File: config.mk
export PLATFORM = sky130hd
export DESIGN_NAME = multi_stack_free_list_top
export DESIGN_NICKNAME = d
export VERILOG_FILES = /design/src/rtl/core/msfl_pkg.sv /design/src/rtl/core/msfl_store.sv /design/src/rtl/core/msfl_ctrl.sv /design/src/rtl/core/multi_stack_free_list_top.sv
export SDC_FILE = /design/constraint.sdc
export NUM_CORES = 2
export LEC_CHECK = 0
export BUFFER_PORTS_ARGS = -buffer_cell sky130_fd_sc_hd__buf_2
export CAP_MARGIN = 10
export CELL_PAD_IN_SITES_DETAIL_PLACEMENT = 1
export CELL_PAD_IN_SITES_GLOBAL_PLACEMENT = 2
export CORE_MARGIN = 2
export CORE_UTILIZATION = 55
export CTS_BUF_LIST = sky130_fd_sc_hd__clkbuf_16
export DETAILED_ROUTE_END_ITERATION = 8
export PLACE_DENSITY = 0.87
export SETUP_SLACK_MARGIN = 0.4
export SLEW_MARGIN = 20
export SYNTH_ARGS = -nofsm -noshare
export SYNTH_HDL_FRONTEND = slang
export SYNTH_HIERARCHICAL = 1
export SYNTH_SLANG_ARGS = --single-unit
export TNS_END_PERCENT = 30
File: constraint.sdc
create_clock -name clk -period 9.3 [get_ports clk]
set_input_delay 0 -clock clk [delete_from_list [all_inputs] [get_ports clk]]
set_output_delay 0 -clock clk [all_outputs]
set_load 0.01 [all_outputs]
File: src/rtl/core/msfl_pkg.sv
// package for the multi-stack free-list block: defaults, codes, beat types
// no dependencies
package msfl_pkg;

    // default sizing
    localparam int CAPACITY_DEF   = 64;
    localparam int NUM_STACKS_DEF = 8;

    // fixed field widths
    localparam int DATA_W = 32;
    localparam int ID_W   = 3;

    // request kinds
    localparam logic REQ_PUSH = 1'b0;
    localparam logic REQ_POP  = 1'b1;

    // result status codes
    typedef enum logic [1:0] {
        ST_OK        = 2'd0,
        ST_OVERFLOW  = 2'd1,
        ST_UNDERFLOW = 2'd2
    } status_t;

    // controller states
    typedef enum logic {
        S_IDLE,
        S_EXEC
    } state_t;

    // request beat
    typedef struct packed {
        logic                     req_type;
        logic [ID_W-1:0]          stack_id;
        logic signed [DATA_W-1:0] push_value;
    } req_t;

    // result beat
    typedef struct packed {
        logic signed [DATA_W-1:0] pop_value;
        status_t                  status;
    } rsp_t;

    // memory port controls from controller to store
    typedef struct packed {
        logic rd_en;
        logic wr_value_en;
        logic wr_link_en;
    } mem_ctl_t;

endpackage

File: src/rtl/core/msfl_store.sv
// slot store: value memory and link memory, one read and one write port each
// depends on msfl_pkg
module msfl_store #(
    parameter int CAPACITY = msfl_pkg::CAPACITY_DEF,
    localparam int ADDR_W  = $clog2(CAPACITY),
    localparam int LINK_W  = $clog2(CAPACITY + 1)
) (
    input  logic                             clk,
    input  msfl_pkg::mem_ctl_t               ctl,
    input  logic [ADDR_W-1:0]                rd_addr,
    input  logic [ADDR_W-1:0]                wr_addr,
    input  logic signed [msfl_pkg::DATA_W-1:0] wr_value,
    input  logic [LINK_W-1:0]                wr_link,
    output logic signed [msfl_pkg::DATA_W-1:0] rd_value,
    output logic [LINK_W-1:0]                rd_link
);

    logic signed [msfl_pkg::DATA_W-1:0] value_mem [CAPACITY];
    logic [LINK_W-1:0]                  link_mem  [CAPACITY];
    logic signed [msfl_pkg::DATA_W-1:0] rd_value_reg;
    logic [LINK_W-1:0]                  rd_link_reg;

    // write ports
    always_ff @(posedge clk)
    begin
        if (ctl.wr_value_en)
        begin
            value_mem[wr_addr] <= wr_value;
        end
        if (ctl.wr_link_en)
        begin
            link_mem[wr_addr] <= wr_link;
        end
    end

    // registered read ports
    always_ff @(posedge clk)
    begin
        if (ctl.rd_en)
        begin
            rd_value_reg <= value_mem[rd_addr];
            rd_link_reg  <= link_mem[rd_addr];
        end
    end

    assign rd_value = rd_value_reg;
    assign rd_link  = rd_link_reg;

endmodule

File: src/rtl/core/msfl_ctrl.sv
// controller: stack tops, free-list head, fill mark and the idle/execute sequencer
// depends on msfl_pkg; drives the ports of msfl_store
module msfl_ctrl #(
    parameter int CAPACITY   = msfl_pkg::CAPACITY_DEF,
    parameter int NUM_STACKS = msfl_pkg::NUM_STACKS_DEF,
    localparam int ADDR_W    = $clog2(CAPACITY),
    localparam int LINK_W    = $clog2(CAPACITY + 1),
    localparam int SID_W     = (NUM_STACKS > 1) ? $clog2(NUM_STACKS) : 1
) (
    input  logic                               clk,
    input  logic                               rst_n,
    input  logic                               start,
    input  msfl_pkg::req_t                     req,
    output logic                               busy,
    output logic                               done,
    output msfl_pkg::rsp_t                     result,
    output msfl_pkg::mem_ctl_t                 mem_ctl,
    output logic [ADDR_W-1:0]                  rd_addr,
    output logic [ADDR_W-1:0]                  wr_addr,
    output logic signed [msfl_pkg::DATA_W-1:0] wr_value,
    output logic [LINK_W-1:0]                  wr_link,
    input  logic signed [msfl_pkg::DATA_W-1:0] rd_value,
    input  logic [LINK_W-1:0]                  rd_link
);

    localparam logic [LINK_W-1:0] LINK_NULL = LINK_W'(CAPACITY);
    localparam logic [LINK_W-1:0] LAST_SLOT = LINK_W'(CAPACITY - 1);

    msfl_pkg::state_t  state_reg, state_next;
    msfl_pkg::req_t    req_reg;
    logic              id_ok_reg;
    logic [LINK_W-1:0] slot_reg;
    logic [LINK_W-1:0] free_head_reg;
    logic [LINK_W-1:0] fresh_reg;
    logic [LINK_W-1:0] tops_reg [NUM_STACKS];
    msfl_pkg::rsp_t    result_reg;
    logic              done_reg;

    logic              accept;
    logic              id_ok;
    logic [SID_W-1:0]  sid_idx;
    logic [SID_W-1:0]  sid_idx_q;
    logic [LINK_W-1:0] slot_sel;
    logic [LINK_W-1:0] link_eff;
    logic [LINK_W-1:0] old_top;
    logic              op_ok;
    logic              is_push;

    // state register
    always_ff @(posedge clk or negedge rst_n)
    begin
        if (!rst_n)
        begin
            state_reg <= msfl_pkg::S_IDLE;
        end
        else
        begin
            state_reg <= state_next;
        end
    end

    // next state and handshake
    always_comb
    begin
        state_next = state_reg;
        busy       = 1'b0;
        case (state_reg)
            msfl_pkg::S_IDLE:
            begin
                if (start)
                begin
                    state_next = msfl_pkg::S_EXEC;
                end
            end
            msfl_pkg::S_EXEC:
            begin
                busy       = 1'b1;
                state_next = msfl_pkg::S_IDLE;
            end
            default:
            begin
                state_next = msfl_pkg::S_IDLE;
            end
        endcase
    end

    assign accept = start && !busy;

    // slot lookup at accept: free head for push, stack top for pop, null for a pop to a bad stack
    assign id_ok   = 32'(req.stack_id) < NUM_STACKS;
    assign sid_idx = SID_W'(req.stack_id);
    always_comb
    begin
        if (req.req_type == msfl_pkg::REQ_PUSH)
        begin
            slot_sel = free_head_reg;
        end
        else if (id_ok)
        begin
            slot_sel = tops_reg[sid_idx];
        end
        else
        begin
            slot_sel = LINK_NULL;
        end
    end

    // request capture
    always_ff @(posedge clk)
    begin
        if (accept)
        begin
            req_reg   <= req;
            id_ok_reg <= id_ok;
            slot_reg  <= slot_sel;
        end
    end

    // execute-cycle decode
    assign sid_idx_q = SID_W'(req_reg.stack_id);
    assign is_push   = req_reg.req_type == msfl_pkg::REQ_PUSH;
    assign op_ok     = (state_reg == msfl_pkg::S_EXEC) && id_ok_reg && (slot_reg != LINK_NULL);
    assign old_top   = tops_reg[sid_idx_q];

    // slots at or above the fill mark were never written: link is the next slot, or null for the last slot
    always_comb
    begin
        if (slot_reg >= fresh_reg)
        begin
            link_eff = (slot_reg == LAST_SLOT) ? LINK_NULL : slot_reg + LINK_W'(1);
        end
        else
        begin
            link_eff = rd_link;
        end
    end

    // memory port drive
    assign mem_ctl.rd_en       = accept;
    assign mem_ctl.wr_value_en = op_ok && is_push;
    assign mem_ctl.wr_link_en  = op_ok;
    assign rd_addr  = ADDR_W'(slot_sel);
    assign wr_addr  = ADDR_W'(slot_reg);
    assign wr_value = req_reg.push_value;
    assign wr_link  = is_push ? old_top : free_head_reg;

    // list heads and fill mark
    always_ff @(posedge clk or negedge rst_n)
    begin
        if (!rst_n)
        begin
            free_head_reg <= '0;
            fresh_reg     <= '0;
            for (int i = 0; i < NUM_STACKS; i++)
            begin
                tops_reg[i] <= LINK_NULL;
            end
        end
        else if (op_ok)
        begin
            if (is_push)
            begin
                free_head_reg       <= link_eff;
                tops_reg[sid_idx_q] <= slot_reg;
                if (slot_reg == fresh_reg)
                begin
                    fresh_reg <= fresh_reg + LINK_W'(1);
                end
            end
            else
            begin
                free_head_reg       <= slot_reg;
                tops_reg[sid_idx_q] <= link_eff;
            end
        end
    end

    // result beat register
    always_ff @(posedge clk)
    begin
        if (state_reg == msfl_pkg::S_EXEC)
        begin
            result_reg.pop_value <= (op_ok && !is_push) ? rd_value : '0;
            if (op_ok)
            begin
                result_reg.status <= msfl_pkg::ST_OK;
            end
            else if (is_push)
            begin
                result_reg.status <= msfl_pkg::ST_OVERFLOW;
            end
            else
            begin
                result_reg.status <= msfl_pkg::ST_UNDERFLOW;
            end
        end
    end

    // result strobe
    always_ff @(posedge clk or negedge rst_n)
    begin
        if (!rst_n)
        begin
            done_reg <= 1'b0;
        end
        else
        begin
            done_reg <= (state_reg == msfl_pkg::S_EXEC);
        end
    end

    assign done   = done_reg;
    assign result = result_reg;

endmodule

File: src/rtl/core/multi_stack_free_list_top.sv
// top level of the multi-stack free-list block
// depends on msfl_pkg, msfl_store, msfl_ctrl
//
// NUM_STACKS LIFO stacks share one store of CAPACITY slots; unused slots sit on
// a free list. A request is taken when start is high and busy is low. The
// accept edge loads the slot's value and link from the store memories, and the
// following busy cycle writes the link back and updates the stack top and free
// head. No new request is taken while busy, so one request finishes before the
// next is taken. Exactly one result beat follows each request, with done,
// registered from the execute state, high for one cycle; the receiver cannot
// stall, so it must take the beat in that cycle. Stack numbers not below
// NUM_STACKS answer overflow on push and underflow on pop. The link store needs
// no clearing pass after reset: a fill mark stands in for the initial free-list
// chain, so the block is ready right out of reset.
module multi_stack_free_list_top #(
    parameter int CAPACITY   = msfl_pkg::CAPACITY_DEF,
    parameter int NUM_STACKS = msfl_pkg::NUM_STACKS_DEF
) (
    input  logic           clk,
    input  logic           rst_n,
    input  logic           start,
    input  msfl_pkg::req_t req,
    output logic           busy,
    output logic           done,
    output msfl_pkg::rsp_t result
);

    localparam int ADDR_W = $clog2(CAPACITY);
    localparam int LINK_W = $clog2(CAPACITY + 1);

    msfl_pkg::mem_ctl_t                 mem_ctl;
    logic [ADDR_W-1:0]                  rd_addr;
    logic [ADDR_W-1:0]                  wr_addr;
    logic signed [msfl_pkg::DATA_W-1:0] wr_value;
    logic [LINK_W-1:0]                  wr_link;
    logic signed [msfl_pkg::DATA_W-1:0] rd_value;
    logic [LINK_W-1:0]                  rd_link;

    // sequencer and list heads
    msfl_ctrl #(
        .CAPACITY   (CAPACITY),
        .NUM_STACKS (NUM_STACKS)
    ) u_ctrl (
        .clk      (clk),
        .rst_n    (rst_n),
        .start    (start),
        .req      (req),
        .busy     (busy),
        .done     (done),
        .result   (result),
        .mem_ctl  (mem_ctl),
        .rd_addr  (rd_addr),
        .wr_addr  (wr_addr),
        .wr_value (wr_value),
        .wr_link  (wr_link),
        .rd_value (rd_value),
        .rd_link  (rd_link)
    );

    // value and link memories
    msfl_store #(
        .CAPACITY (CAPACITY)
    ) u_store (
        .clk      (clk),
        .ctl      (mem_ctl),
        .rd_addr  (rd_addr),
        .wr_addr  (wr_addr),
        .wr_value (wr_value),
        .wr_link  (wr_link),
        .rd_value (rd_value),
        .rd_link  (rd_link)
    );

endmodule

---- After elaboration in Yosys (flattened, before gate mapping) ----
Memories as Yosys holds them, arrays and structs flattened. A register that Yosys moved wholly into a read port is not among the register bits.
Cells that the tools add are included.
word-level totals
  register bits ........................... 149
  memory bits (writable) .................. 2496
  output and inout bits ................... 36
  memories kept ........................... 2
operators by class
  add/subtract/negate cells ............... 2
  $lt $le $gt $ge ......................... 4
  eq/ne operators ......................... 3
  muxes and demuxes ....................... 24
  bitwise operators ....................... 4
  reductions and logical operators ........ 7
memories
  name               depth  bits a word  read ports  clocked after Yosys merged registers in  wr ports  RTL line          source
  u_store.value_mem  64     32           1           1                                        1         msfl_store.sv:18  logic signed [msfl_pkg::DATA_W-1:0] value_mem [CAPACITY];
  u_store.link_mem   64     7            1           1                                        1         msfl_store.sv:19  logic [LINK_W-1:0] link_mem [CAPACITY];
operator list
  kind                                                      number
  bitwise mux 56 bit                                        2
  2-to-1 mux 7 bit                                          10
  2-to-1 mux 56 bit                                         1
  binary-select mux 7 bit (select 3 bit)                    2
  demux 7 bit (select 3 bit)                                1
  adder 7 x 1 -> 7 bit, second input constant               2
  greater-or-equal comparator 4 bit, second input constant  2
  NOT 3 -> 4 bit                                            2
  == test 7 x 6 -> 1 bit, second input constant             1
  == test 7 bit                                             1
  greater-or-equal comparator 7 bit                         1
  inequality test 7 bit, second input constant              1
  2-to-1 mux 1 bit                                          6
  logical AND 1 bit                                         5
  < comparator 4 x 1 -> 1 bit, second input constant        1
  AND reduction 3 bit                                       1
  2-to-1 mux 2 bit                                          1
  NOT 1 bit                                                 2
  one-hot mux 1 bit (2 select lines)                        1
  zero test 1 bit                                           1

---- Depth between registers and ports, before layout ----
  depth in word-level cells ............... 7
  mapped depth ............................ 17

---- Hierarchy ----
The synthesis kept the hierarchy.
by module, submodules not included
  module      instances  cells an instance  area an instance (um^2)  seq. area each (um^2)
  msfl_store  1          4108               96784.1                  76123.0
  msfl_ctrl   1          634                7448.4                   4124.0

---- Least setup slack after synthesis ----
No wires, ideal clock.
  path type ............................... register -> register
  from .................................... reg u_ctrl.req_reg (netlist bit u_ctrl/sid_idx_q[1])
  to ...................................... mem u_store/link_mem[0][6] in the netlist's numbering, data pin
  arrival ................................. 3841 ps
  required time ........................... 8598 ps
  slack ................................... 4757 ps
  cell stages (with the launch flop) ...... 7
  buffers on the path ..................... 1
  cells stage by stage .................... edfxtp_1 clkbuf_1 nor2b_1 a22oi_1 a21oi_1 nor2_1 o21ai_0
on the way
  cells in the longest elaborated chain, start to end .. 5
ends and longest elaborated chain
  what                                                 RTL line                         source
  start: declaration                                   msfl_ctrl.sv:30                  msfl_pkg::req_t req_reg;
  start signal: assignment                             msfl_ctrl.sv:113                 req_reg <= req;
  NOT 3 -> 4 bit (implied by the code)                 msfl_ctrl.sv:123                 assign old_top = tops_reg[sid_idx_q];
  binary-select mux 7 bit (select 3 bit)               msfl_ctrl.sv:123
  2-to-1 mux 7 bit (implied by the code) (2 in a row)  msfl_ctrl.sv:123
  2-to-1 mux 7 bit                                     msfl_ctrl.sv:145                 assign wr_link = is_push ? old_top : free_head_reg;
  named net wr_link[6]                                 multi_stack_free_list_top.sv:35  logic [LINK_W-1:0] wr_link;
  end: declaration                                     msfl_store.sv:19
The timed path passes the listed nets, and every way through them passes these cells. The select of a mux whose other input is x is not followed.

---- Worst setup path in the final report ----
  from .................................... reg u_ctrl/tops_reg[38] in the netlist's numbering
  to ...................................... reg u_store.rd_value_reg (netlist bit u_store/rd_value[22]) (read register of u_store.value_mem), data pin
on the way
  cells in the longest elaborated chain, start to end .. 4
ends and longest elaborated chain
  what                                                 RTL line                         source
  start: declaration                                   msfl_ctrl.sv:35                  logic [LINK_W-1:0] tops_reg [NUM_STACKS];
  start signal: indexed assignment                     msfl_ctrl.sv:164                 tops_reg[sid_idx_q] <= slot_reg;
  start signal: indexed assignment                     msfl_ctrl.sv:173                 tops_reg[sid_idx_q] <= link_eff;
  binary-select mux 7 bit (select 3 bit)               msfl_ctrl.sv:100                 slot_sel = tops_reg[sid_idx];
  2-to-1 mux 7 bit (implied by the code) (2 in a row)  msfl_ctrl.sv:100
  2-to-1 mux 7 bit                                     msfl_ctrl.sv:94                  if (req.req_type == msfl_pkg::REQ_PUSH)
  named net rd_addr[3]                                 multi_stack_free_list_top.sv:32  logic [ADDR_W-1:0] rd_addr;
  end: declaration                                     msfl_store.sv:20                 logic signed [msfl_pkg::DATA_W-1:0] rd_value_reg;
The timed path passes the listed nets, and every way through them passes these cells. The select of a mux whose other input is x is not followed.
A chain may end at the register's enable or synchronous reset.

==> run metrics <==
number of global-route vias before repair 56000; fin util 0.625; TNS Setup 0 ps; fmax 0.191 GHz; Crit path max-delay family buffers and inverters; slack of the worst reg-to-reg path 4060 ps; synth unique cells 67; R2R Path End u_store/rd_value[22]; combinational share of power 0.146; VDD IR max 0.204 mV; min Tclk post-route 5240 ps; Hold EP u_ctrl/sid_idx_q[2]; CP max FO 57; die area 193000 um2; Post-Syn Area 104000 um2; area delta synth->final 12.8%; Via density 7.06; htree depth 5; CTS tree done; most common library cell in the layout ignoring fill and taps edfxtp_1; Switch Pwr 0.00732 W; register area share after synthesis 0.770; Layout Nets 5087; final max-slew violation count 0; Final Instance Area 118000 um2; Switching Share 0.253; 1st-pass router iterations 8; Final setup viols 0; CP Class flip-flop to flip-flop; Fill cells 15100; WP data required 9910 ps; Worst Hold Depth 2; final wirelength 306000 um; Syn Nets 4791; cts repair resizes 0; commonest cells after routing, fill and taps aside edfxtp_1 (2612), mux4_2 (642), clkbuf_16 (292); max_cap viols 0; slew margin rel. 0.155; actual slew at the worst max-slew pin 1270 ps; Die H 439 um; CP max-delay cell buf_4; P_int 0.0217 W; Worst setup SP type flip-flop; clock slew at reported path FFs 60 ps; Post-CTS Setup Inserts 0; pre-CTS setup slack 4010 ps; I/O pins 75; crit-path cells mux4_2, mux2i_1, a21oi_4, buf_4, inv_8, buf_4, buf_4, mux2i_1, o22ai_1, or4_1; number of synthesized register bits 2684; Final period util 0.564; HP Class input port to flip-flop; setup ws final 4060 ps; sequential cell area 80300 um2; CP arrival 5850 ps; DRC 0; Crit. End Element flip-flop; Synth Area per Inst 22.0 um2; Yosys warning count 6; layout cells sized above 1 0.285; gr usage total 0.320; Root Buffer clkbuf_16; clock share of power 0.379; CTS buffer count 285; most frequent cell on the critical path buf_4; via count 54600; Primary FF master, synth edfxtp_1; initial core utilization 0.554; CP Buf/Inv Count 4; hold_sp req[34]; Wirelength per Cell 39.5 um; site row count 159; Antenna Violating Nets Remaining 0; DPL Wire Length 162000 um; status finished clean; Pwr Density 247 nW/um2; Longest Clk Path Bufs 4; Post-DP Area 108000 um2; async set or reset register ratio after synthesis 0.0268; unrepaired setup endpoints after global routing false; sinks on the clock net 2684; leakage power 37.6 nW; Port-buffer cells 74; Syn Inst Count 4742; first-pass GRT wire length 431000 um; Post-synth EDFFs 2612; Total Power 0.0290 W; Core ar. 188000 um2; max reg flops 2048; largest net degree at the start of global routing 104; total gr overflow 0; reg-to-reg startpoint u_ctrl/tops_reg[38]; initial antenna violation count 9; gpl congestion 0.806; area of the multi-input gates 22800 um2; Die X 439 um; sequential power share 0.475; CTS Hold Buffers Added 72; clock latency on the worst-skew pair 940 ps; Worst R2R Path Depth 10; Largest stage delay, worst path 840 ps; Clock Skew 72.4 ps; Detailed Route Iter0 Violations 8725; final hold vios 0
-- power by group through the flow --
stage	Sequential, W	Clock [W]	Combinational (W)
finish	0.0138	0.0110	0.00425
global route	0.0138	0.0114	0.00443
CTS	0.0138	0.0111	0.00423
detailed placement	0.0140	0	0.00411
global placement	0.0140	0	0.00396
floorplan	0.0139	0	0.00285
-- Yosys cell counts, types with 3 or more instances --
cell type / n / share of area
buf_6: 19 / 0.0021
a22oi_1: 32 / 0.0023
a22o_1: 43 / 0.0036
buf_2: 80 / 0.0038
o21ai_1: 8 / 0.00038
or4_1: 21 / 0.0015
buf_4: 75 / 0.0054
and3_1: 43 / 0.0026
xnor2_1: 7 / 0.00059
o22a_1: 10 / 0.00084
o221a_2: 7 / 0.00076
nand3_1: 21 / 0.0010
inv_1: 23 / 0.00083
mux2i_1: 172 / 0.017
nor2_1: 197 / 0.0071
ha_1: 10 / 0.0012
or3_1: 8 / 0.00048
o221ai_1: 4 / 0.00034
nand2b_1: 7 / 0.00042
mux4_2: 642 / 0.14
o211ai_1: 3 / 0.00022
edfxtp_1: 2612 / 0.75
a21oi_1: 39 / 0.0019
nand3b_1: 11 / 0.00079
and2_1: 9 / 0.00054
nor2b_1: 6 / 0.00036
dfrtp_1: 64 / 0.015
nor4_1: 9 / 0.00054
o21ai_0: 22 / 0.0011
buf_1: 30 / 0.0011
o22ai_1: 72 / 0.0043
mux2_2: 129 / 0.014
nand4_1: 18 / 0.0011
dfstp_2: 8 / 0.0020
clkbuf_1: 93 / 0.0033
nand2_1: 96 / 0.0035
a31oi_1: 34 / 0.0020
a221oi_1: 4 / 0.00034
o31ai_1: 16 / 0.0012
-- final cells by class --
class,instances,area share
inverter,26,0.000916
timing repair buffer,306,0.0204
tap,2495,0.0266
multi-input combinational,1735,0.194
antenna,3,0.0000639
sequential,2684,0.683
clock inverter,197,0.0127
clock buffer,292,0.0622
-- stage by stage --
stage | hold slack, ps | instances
global route | 79.1 | 7735
CTS | 46.2 | 7733
floorplan | -296 | 4742
finish | 94.5 | 7738
detailed placement | 178 | 7172
global placement | 177 | 7172
-- worst max-delay path by stage --
stage,slack (ps),startpoint,cells past startpoint,to
final,4060,u_ctrl/tops_reg[38],10,u_store/rd_value[22]
after global routing,4010,u_ctrl/tops_reg[38],10,u_store/rd_value[22]
after CTS,4140,u_ctrl/tops_reg[38],10,u_store/rd_value[22]
after detailed placement,4010,req[32],11,u_store/rd_value[1]
after global placement,4180,req[32],11,u_store/rd_value[28]
after floorplan,4760,u_ctrl/sid_idx_q[1],6,u_store/link_mem[0][6]
-- routing by layer --
layer  wire, um  up-vias  global-route usage
li1           -    20500                   -
met5         48        -                   0
met3      34500      850              0.0691
met2     147000     4357               0.504
met1     108000    28900               0.431
met4      16500        8               0.152
-- worst reg2reg max path, stage by stage (launching register included) --
cell	delay, ps
dfrtp_1	420
mux4_2	480
mux2i_1	240
a21oi_4	80
buf_4	300
inv_8	540
buf_4	960
buf_4	750
mux2i_1	330
o22ai_1	190
or4_1	670
-- cell families after synthesis --
group	after synthesis	synth area share
buffers and inverters	323	0.0167
multiplexers	946	0.170
AO/OA/AOI/OAI	312	0.0210
flip-flops	2684	0.770
AND/OR/NAND/NOR	458	0.0208
adder cells (fa/ha/maj)	10	0.00120
XOR/XNOR	9	0.000756
Note: power is estimated with default switching activity, not from simulation.
